File: src/hw/rtl/stc_pkg.sv
package stc_pkg;

  // request kinds
  localparam logic REQ_PUT  = 1'b0;
  localparam logic REQ_READ = 1'b1;

  // control characters
  localparam logic [7:0] CH_NEWLINE   = 8'd10;
  localparam logic [7:0] CH_BACKSPACE = 8'd8;

  typedef struct packed {
    logic       req_type;
    logic [7:0] char_code;
    logic [3:0] read_row;
    logic [4:0] read_col;
  } req_in_t;

  typedef struct packed {
    logic [7:0] cell_char;
    logic [4:0] cursor_now;
    logic       pending_now;
  } res_out_t;

  // per-request status handed from the control unit to the output stage
  typedef struct packed {
    logic       hit;
    logic [4:0] cursor;
    logic       pending;
  } status_t;

  // memory strobes
  typedef struct packed {
    logic we;
    logic re;
  } mem_ctl_t;

endpackage

File: src/hw/rtl/stc_ram.sv
module stc_ram #(
  parameter int DEPTH = 336,
  parameter int AW    = 9
) (
  input  logic          clk_i,
  input  stc_pkg::mem_ctl_t ctl_i,
  input  logic [AW-1:0] addr_i,
  input  logic [7:0]    wdata_i,
  output logic [7:0]    rdata_o
);

  logic [7:0] mem [DEPTH];
  logic [7:0] rdata_q;

  always_ff @(posedge clk_i) begin
    if (ctl_i.we) begin
      mem[addr_i] <= wdata_i;
    end
    if (ctl_i.re) begin
      rdata_q <= mem[addr_i];
    end
  end

  assign rdata_o = rdata_q;

endmodule

File: src/hw/rtl/stc_ctrl.sv
module stc_ctrl #(
  parameter int ROWS = 16,
  parameter int COLS = 21,
  parameter int AW   = 9
) (
  input  logic               clk_i,
  input  logic               rst_ni,
  input  logic               fire_i,
  input  stc_pkg::req_in_t   req_i,
  output stc_pkg::mem_ctl_t  mem_ctl_o,
  output logic [AW-1:0]      mem_addr_o,
  output logic [7:0]         mem_wdata_o,
  output stc_pkg::status_t   status_o
);

  localparam int RW = $clog2(ROWS);
  localparam int CW = $clog2(COLS + 1);

  logic [RW-1:0] offset_q, offset_d;
  logic [CW-1:0] cursor_q, cursor_d;
  logic          pending_q, pending_d;
  // high-water mark per physical row: columns below it were written since the row was cleared
  logic [CW-1:0] fill_q [ROWS];

  logic          is_read;
  logic [31:0]   row_ext, col_ext;
  logic          in_screen;
  logic [RW:0]   rd_sum;
  logic [RW:0]   rd_wrap;
  logic [RW-1:0] rd_phys;
  logic [RW-1:0] bottom_row;
  logic [RW-1:0] base_row;
  logic [RW-1:0] fill_idx;
  logic [CW-1:0] fill_rd;
  logic [CW-1:0] fill0;
  logic [CW-1:0] cur0, cur1;
  logic [CW-1:0] wcol;
  logic [CW-1:0] wcol_inc;
  logic          we;
  logic          hit;
  logic [7:0]    wdata;
  logic          fill_we;
  logic [CW-1:0] fill_val;
  logic [31:0]   rd_addr, wr_addr;
  logic [31:0]   cursor_ext;

  assign is_read   = (req_i.req_type == stc_pkg::REQ_READ);
  assign row_ext   = 32'(req_i.read_row);
  assign col_ext   = 32'(req_i.read_col);
  assign in_screen = (row_ext < 32'(ROWS)) && (col_ext < 32'(COLS));

  // screen row to physical row: one compare and subtract
  assign rd_sum  = {1'b0, row_ext[RW-1:0]} + {1'b0, offset_q};
  assign rd_wrap = rd_sum - (RW+1)'(ROWS);
  assign rd_phys = (rd_sum >= (RW+1)'(ROWS)) ? rd_wrap[RW-1:0] : rd_sum[RW-1:0];

  assign bottom_row = (offset_q == '0) ? RW'(ROWS - 1) : offset_q - 1'b1;
  // a pending scroll makes the current top row the new bottom row
  assign base_row   = pending_q ? offset_q : bottom_row;

  assign fill_idx = is_read ? rd_phys : base_row;
  assign fill_rd  = fill_q[fill_idx];
  assign hit      = in_screen && (col_ext < 32'(fill_rd));

  assign fill0 = pending_q ? '0 : fill_rd;
  assign cur0  = pending_q ? '0 : cursor_q;
  assign cur1  = (cur0 != '0) ? cur0 - 1'b1 : '0;

  always_comb begin
    offset_d  = offset_q;
    cursor_d  = cursor_q;
    pending_d = pending_q;
    we        = 1'b0;
    wcol      = cur0;
    wdata     = req_i.char_code;
    fill_we   = 1'b0;
    fill_val  = fill0;
    if (fire_i && !is_read) begin
      if (pending_q) begin
        offset_d = (offset_q == RW'(ROWS - 1)) ? '0 : offset_q + 1'b1;
        fill_we  = 1'b1;
      end
      pending_d = 1'b0;
      cursor_d  = cur0;
      case (req_i.char_code)
        stc_pkg::CH_NEWLINE: begin
          pending_d = 1'b1;
          cursor_d  = '0;
        end
        stc_pkg::CH_BACKSPACE: begin
          cursor_d = cur1;
          if (32'(cur1) < 32'(COLS)) begin
            we    = 1'b1;
            wcol  = cur1;
            wdata = 8'd0;
          end
        end
        default: begin
          if (32'(cur0) < 32'(COLS)) begin
            we       = 1'b1;
            cursor_d = cur0 + 1'b1;
          end
        end
      endcase
      if (we) begin
        fill_we = 1'b1;
      end
    end
    wcol_inc = wcol + 1'b1;
    if (we && (wcol_inc > fill0)) begin
      fill_val = wcol_inc;
    end
  end

  assign rd_addr = 32'(rd_phys) * 32'(COLS) + col_ext;
  assign wr_addr = 32'(base_row) * 32'(COLS) + 32'(wcol);

  always_ff @(posedge clk_i or negedge rst_ni) begin
    if (!rst_ni) begin
      offset_q  <= '0;
      cursor_q  <= '0;
      pending_q <= 1'b0;
      for (int r = 0; r < ROWS; r++) begin
        fill_q[r] <= '0;
      end
    end else begin
      offset_q  <= offset_d;
      cursor_q  <= cursor_d;
      pending_q <= pending_d;
      if (fill_we) begin
        fill_q[base_row] <= fill_val;
      end
    end
  end

  assign cursor_ext = 32'(cursor_d);

  assign mem_ctl_o.we = we;
  assign mem_ctl_o.re = fire_i && is_read && hit;
  assign mem_addr_o   = we ? wr_addr[AW-1:0] : rd_addr[AW-1:0];
  assign mem_wdata_o  = wdata;

  assign status_o.hit     = is_read && hit;
  assign status_o.cursor  = cursor_ext[4:0];
  assign status_o.pending = pending_d;

endmodule

File: src/hw/rtl/scrolling_text_console_buffer.sv
// Channel | Direction | Handshake                  | Payload
// in      | input     | in_valid_i / in_ready_o    | in_req_i  (stc_pkg::req_in_t)
// out     | output    | out_valid_o / out_ready_i  | out_res_o (stc_pkg::res_out_t)
//
// One request per cycle unless the output stalls; its result shows in the cycle after acceptance.
// The single-port screen RAM does at most one access per request (a write for a put
// that stores a cell, a read for a hit), so the RAM port sets the one-per-cycle rate.
// Reset takes effect at once: per-row fill marks in flops blank the screen,
// no clearing pass. A scroll clears a row by zeroing its fill mark.
// A waiting result holds its stage; in_ready_o drops only while out_ready_i is low.
module scrolling_text_console_buffer #(
  parameter int ROWS = 16,
  parameter int COLS = 21
) (
  input  logic               clk_i,
  input  logic               rst_ni,
  input  logic               in_valid_i,
  output logic               in_ready_o,
  input  stc_pkg::req_in_t   in_req_i,
  output logic               out_valid_o,
  input  logic               out_ready_i,
  output stc_pkg::res_out_t  out_res_o
);

  localparam int DEPTH = ROWS * COLS;
  localparam int AW    = (DEPTH > 1) ? $clog2(DEPTH) : 1;

  logic              fire;
  stc_pkg::mem_ctl_t mem_ctl;
  logic [AW-1:0]     mem_addr;
  logic [7:0]        mem_wdata;
  logic [7:0]        mem_rdata;
  stc_pkg::status_t  status;

  // result stage
  logic              res_valid_q;
  stc_pkg::status_t  res_status_q;

  assign in_ready_o = !res_valid_q || out_ready_i;
  assign fire       = in_valid_i && in_ready_o;

  // cursor, scroll ring and fill marks; decodes each request into at most one RAM access
  stc_ctrl #(
    .ROWS (ROWS),
    .COLS (COLS),
    .AW   (AW)
  ) u_ctrl (
    .clk_i       (clk_i),
    .rst_ni      (rst_ni),
    .fire_i      (fire),
    .req_i       (in_req_i),
    .mem_ctl_o   (mem_ctl),
    .mem_addr_o  (mem_addr),
    .mem_wdata_o (mem_wdata),
    .status_o    (status)
  );

  // screen cells; read data only loads on an accepted read, so it holds during a stall
  stc_ram #(
    .DEPTH (DEPTH),
    .AW    (AW)
  ) u_ram (
    .clk_i   (clk_i),
    .ctl_i   (mem_ctl),
    .addr_i  (mem_addr),
    .wdata_i (mem_wdata),
    .rdata_o (mem_rdata)
  );

  always_ff @(posedge clk_i or negedge rst_ni) begin
    if (!rst_ni) begin
      res_valid_q <= 1'b0;
    end else if (in_ready_o) begin
      res_valid_q <= in_valid_i;
    end
  end

  always_ff @(posedge clk_i) begin
    if (fire) begin
      res_status_q <= status;
    end
  end

  // puts and misses answer blank
  assign out_valid_o           = res_valid_q;
  assign out_res_o.cell_char   = res_status_q.hit ? mem_rdata : 8'd0;
  assign out_res_o.cursor_now  = res_status_q.cursor;
  assign out_res_o.pending_now = res_status_q.pending;

`ifndef SYNTH
  // an accepted request always yields a result next cycle
  a_fire_gives_result: assert property (@(posedge clk_i) disable iff (!rst_ni)
    fire |=> out_valid_o)
    else $error("accepted request produced no result");

  // a pending scroll always comes with a homed cursor
  a_pending_home: assert property (@(posedge clk_i) disable iff (!rst_ni)
    out_valid_o && out_res_o.pending_now |-> out_res_o.cursor_now == 5'd0)
    else $error("pending scroll with cursor off home");

  // one RAM access per cycle, and only for an accepted request
  a_ram_single: assert property (@(posedge clk_i) disable iff (!rst_ni)
    (mem_ctl.we || mem_ctl.re) |-> fire && !(mem_ctl.we && mem_ctl.re))
    else $error("bad RAM access");

  // RAM accesses stay inside the screen
  a_ram_range: assert property (@(posedge clk_i) disable iff (!rst_ni)
    (mem_ctl.we || mem_ctl.re) |-> 32'(mem_addr) < 32'(DEPTH))
    else $error("RAM address beyond screen");
`endif

endmodule

File: config.mk
export PLATFORM = sky130hd
export DESIGN_NAME = scrolling_text_console_buffer
export DESIGN_NICKNAME = d
export VERILOG_FILES = /design/src/hw/rtl/stc_pkg.sv /design/src/hw/rtl/stc_ram.sv /design/src/hw/rtl/stc_ctrl.sv /design/src/hw/rtl/scrolling_text_console_buffer.sv
export SDC_FILE = /design/constraint.sdc
export NUM_CORES = 2
export LEC_CHECK = 0
export BUFFER_PORTS_ARGS = -buffer_cell sky130_fd_sc_hd__buf_2
export CORE_ASPECT_RATIO = 1.5
export CORE_MARGIN = 2
export CORE_UTILIZATION = 45
export DETAILED_ROUTE_END_ITERATION = 8
export SLEW_MARGIN = 25
export SYNTH_ARGS = -nofsm -noshare
export SYNTH_HDL_FRONTEND = slang
export SYNTH_SLANG_ARGS = --single-unit
File: constraint.sdc
create_clock -name clk_i -period 12.3 [get_ports clk_i]
set_input_delay 2.46 -clock clk_i [delete_from_list [all_inputs] [get_ports clk_i]]
set_output_delay 2.46 -clock clk_i [all_outputs]
set_load 0.1 [all_outputs]
==> impl_metrics.py <==
metrics = {
    "timing": {
        "final-max-slew-violation-count": 0,
        "rsz0062_at_grt": "false",
        "post-route-period-util_pct": 78.6,
        "fin_skew_ps": 81.4,
        "setup_violations": 0,
        "fin_crit_ps": 9670,
        "tightest_slew_ps": 1310,
        "slew_headroom_pct": 11.9,
        "hold_violations": 0,
        "setup_tns_ps": 0,
        "max_freq_mhz": 103,
    },
    "synthesis": {
        "ys_types": 91,
        "synthArstFlopShare_pct": 3.26,
        "syn_inst": 7972,
        "ys_warn_count": 0,
        "synth_edf_count": 2703,
        "syn_area_um2": 114000,
        "synth_flop_cell": "edfxtp_1",
        "ys_seq_area_share_pct": 73.1,
        "ys_ff_latch": 2794,
        "synth_nets": 8048,
        "syn_area_per_cell_um2": 14.3,
    },
    "job": {
        "cap_violations": 0,
    },
    "placement": {
        "dp_hpwl_um": 244000,
        "dp_cells": 11000,
        "gp_congestion": 0.941,
        "port_buffers": 37,
    },
    "clock_tree": {
        "post_cts_resized": 0,
        "clk_latency_ps": 930,
        "clock_path_buffers": 4,
        "numClockSinks": 2794,
        "post_cts_hold_buffer_count": 0,
        "post-cts-setup-buffers": 0,
        "cts_tree": "done",
        "cts_buffers": 247,
        "cts_root_buffer": "clkbuf_16",
        "clkTransAtPathRegs_ps": 70,
        "cts-htree-levels": 4,
    },
    "routing": {
        "wirelength_um": 397000,
        "post-route-drc-count": 3,
        "num_vias": 74400,
        "drt_pre_antenna_iters": 9,
        "drt-initial-drc-count": 11500,
        "viasPerCell": 6.52,
        "drtAntennaViolNets": 0,
        "wl_per_cell_um": 34.8,
    },
    "die": {
        "die_w_um": 415,
        "die_y_um": 621,
        "die_area_um2": 258000,
        "start_util_pct": 45.2,
        "core_area_um2": 253000,
        "rows": 226,
        "io_pins": 38,
    },
    "grt": {
        "first_global_vias": 71300,
        "grt_max_degree": 181,
        "grt_overflow": 0,
        "grt_util_all_layers_pct": 30.1,
        "grt_pass1_wl_um": 552000,
        "antenna_found_initial": 28,
    },
    "power_and_ir_drop": {
        "internal_power_uw": 16300,
        "p_comb_share_pct": 28.3,
        "p_sw_uw": 8960,
        "ir_drop_mv": 0.156,
        "seqPwrFrac_pct": 41.8,
        "clockPowerShare_pct": 29.9,
        "p_sw_share_pct": 35.5,
        "p_leak_uw": 0.0415,
        "power_density_nw_per_um2": 200,
    },
    "setup_path": {
        "cp_data_arrival_time_ps": 10270,
        "path_class": "in2reg",
        "r2r_cells": 22,
        "endpoint_kind": "register",
        "crit_required_ps": 12900,
        "critical_path_peak_fanout": 103,
        "start_kind": "input pin",
    },
    "cells_and_area": {
        "final_nets": 7981,
        "final-instance-count-excl-fill": 11400,
        "synthToLayoutAreaGrowth_pct": 10.3,
        "drive_gt1_share_pct": 9.81,
    },
    "hold_path": {
        "worstHoldPathCells": 2,
        "hold_class": "reg2reg",
    },
    "outcome": {
        "status": "finished, violations left",
        "violations": "design-rule violations",
    },
}
-- per-layer routing --
layer,share of wire (%),GRT usage [%]
met5,0.017,0
met4,8.2,20.8
met3,10,5.69
met2,47,48.6
met1,35,36.5
-- cells in the final DEF (no fill, tap or decap), types with 18 or more instances in the layout --
master	n
mux2_2	43
buf_2	29
bufinv_16	18
a2111oi_0	43
nor2_1	417
a221oi_1	44
nand2_1	1249
clkinv_2	43
nor3_1	49
a211o_1	21
mux2i_1	288
a32oi_1	67
a211oi_1	442
o21ai_0	125
nor4_1	59
dfrtp_1	91
edfxtp_1	2703
mux4_2	20
clkbuf_1	61
and3_1	425
clkbuf_16	249
buf_12	23
clkinv_1	53
a31oi_1	123
ha_1	47
a311oi_1	186
a21oi_1	240
o22ai_1	66
inv_1	23
buf_4	226
nand3_1	170
nand4_1	52
a22oi_1	45
-- flip-flops by register name, indices dropped and copies added, names as in the netlist --
| name | count |
|---|---|
| out_res_o | 6 |
| out_valid_o | 1 |
| res_status_q | 1 |
| u_ctrl.cursor_q | 5 |
| u_ctrl.fill_q | 80 |
| u_ctrl.offset_q | 4 |
| u_ctrl.pending_q | 1 |
| u_ram.mem | 2688 |
| u_ram.rdata_o | 8 |
-- final timing paths --
path	start	to	slack, ps
max	in_req_i[13]	u_ram.rdata_o[2]$_DFFE_PP_	2630
min	u_ctrl.fill_q[16]$_DFFE_PN0P_	u_ctrl.fill_q[16]$_DFFE_PN0P_	480
max reg2reg	u_ctrl.pending_q$_DFF_PN0_	u_ram.rdata_o[2]$_DFFE_PP_	3640
min reg2reg	u_ctrl.fill_q[16]$_DFFE_PN0P_	u_ctrl.fill_q[16]$_DFFE_PN0P_	480
max in group asynchronous	rst_ni	u_ctrl.cursor_q[4]$_DFF_PN0_	9910
min in group asynchronous	rst_ni	u_ctrl.fill_q[39]$_DFFE_PN0P_	1360
-- synthesized netlist by cell type (10+ instances only) --
master | instances | area share, %
and2_1 | 13 | 0.071
nand2b_1 | 12 | 0.066
dfrtp_1 | 91 | 2.0
inv_1 | 23 | 0.076
nor3_1 | 50 | 0.22
o2111ai_1 | 14 | 0.11
a21oi_1 | 240 | 1.1
buf_1 | 41 | 0.13
a32o_1 | 12 | 0.11
nand3_1 | 178 | 0.78
nor2b_1 | 10 | 0.055
o22ai_1 | 66 | 0.36
o21ai_0 | 126 | 0.55
o31ai_1 | 11 | 0.072
buf_2 | 257 | 1.1
o21a_1 | 13 | 0.085
buf_6 | 25 | 0.25
clkbuf_1 | 243 | 0.80
a32oi_1 | 67 | 0.51
o32ai_1 | 13 | 0.10
nor4_1 | 60 | 0.33
buf_4 | 38 | 0.25
a211o_1 | 21 | 0.16
a222oi_1 | 16 | 0.14
a21o_1 | 12 | 0.079
a31oi_1 | 126 | 0.69
and3_1 | 425 | 2.3
edfxtp_1 | 2703 | 71
o211ai_1 | 10 | 0.066
a221oi_1 | 44 | 0.34
a311oi_1 | 187 | 1.4
mux2i_1 | 296 | 2.6
ha_1 | 47 | 0.52
a22oi_1 | 45 | 0.30
nand3_2 | 14 | 0.12
a211oi_1 | 443 | 2.9
nand4_1 | 52 | 0.28
a2111oi_0 | 48 | 0.37
nand2_1 | 1261 | 4.1
mux4_2 | 20 | 0.39
nor2_1 | 429 | 1.4
mux2_2 | 43 | 0.42
-- stage by stage --
| stage | cell area, um^2 | power, uW | worst slack [ps] | hold slack [ps] | util [%] |
|---|---|---|---|---|---|
| after global routing | 126000 | 25600 | 2470 | 507 | 49.8 |
| after global placement | 118000 | 17600 | 1170 | 456 | 46.8 |
| after detailed placement | 118000 | 17600 | 1810 | 468 | 46.8 |
| after floorplan | 114000 | 14300 | 3310 | 445 | - |
| after CTS | 126000 | 25000 | 2750 | 483 | 49.8 |
| final | 126000 | 25200 | 2630 | 475 | 49.9 |
-- logic make-up (layout without fill, tap and decap cells) --
family | after synthesis | in the layout | synth area share, %
AO/OA/AOI/OAI | 1580 | 1580 | 9.97
XOR/XNOR | 18 | 18 | 0.138
adder cells (fa/ha/maj) | 54 | 54 | 0.638
buffers and inverters | 629 | 751 | 2.64
flip-flops | 2794 | 2794 | 73.1
multiplexers | 368 | 368 | 3.53
other | 0 | 16 | 0
AND/OR/NAND/NOR | 2529 | 2529 | 10.0
-- power groups by stage --
stage               Sequential, uW  Clock, uW  Combinational (uW)
floorplan                    10800          0                3480
global placement             10700          0                6830
detailed placement           10700          0                6870
CTS                          10500       7560                6890
global route                 10500       7890                7180
finish                       10500       7550                7130
-- final cells by class --
type,instances,area (um^2)
fillers,21300,127000
flip-flops and latches,2794,83400
well taps,3306,4140
multi-input cells,4549,28200
clock buffers,311,6470
inverters,25,93.8
clock inverters,127,1070
diodes,16,40.0
repair buffers,288,2460
-- critical path, cell delays in order --
cell	delay, ps
buf_8	220
nor4_2	360
and3_1	440
nand3_2	250
nor2_1	430
o21ai_0	340
ha_1	300
ha_1	240
fa_1	690
inv_1	190
a22o_1	340
nor2_4	770
buf_4	760
nor2_1	430
buf_4	320
a311oi_1	310
o2111ai_1	350
o31ai_1	800
nand4_1	170
Note: power is estimated with default switching activity, not from simulation.
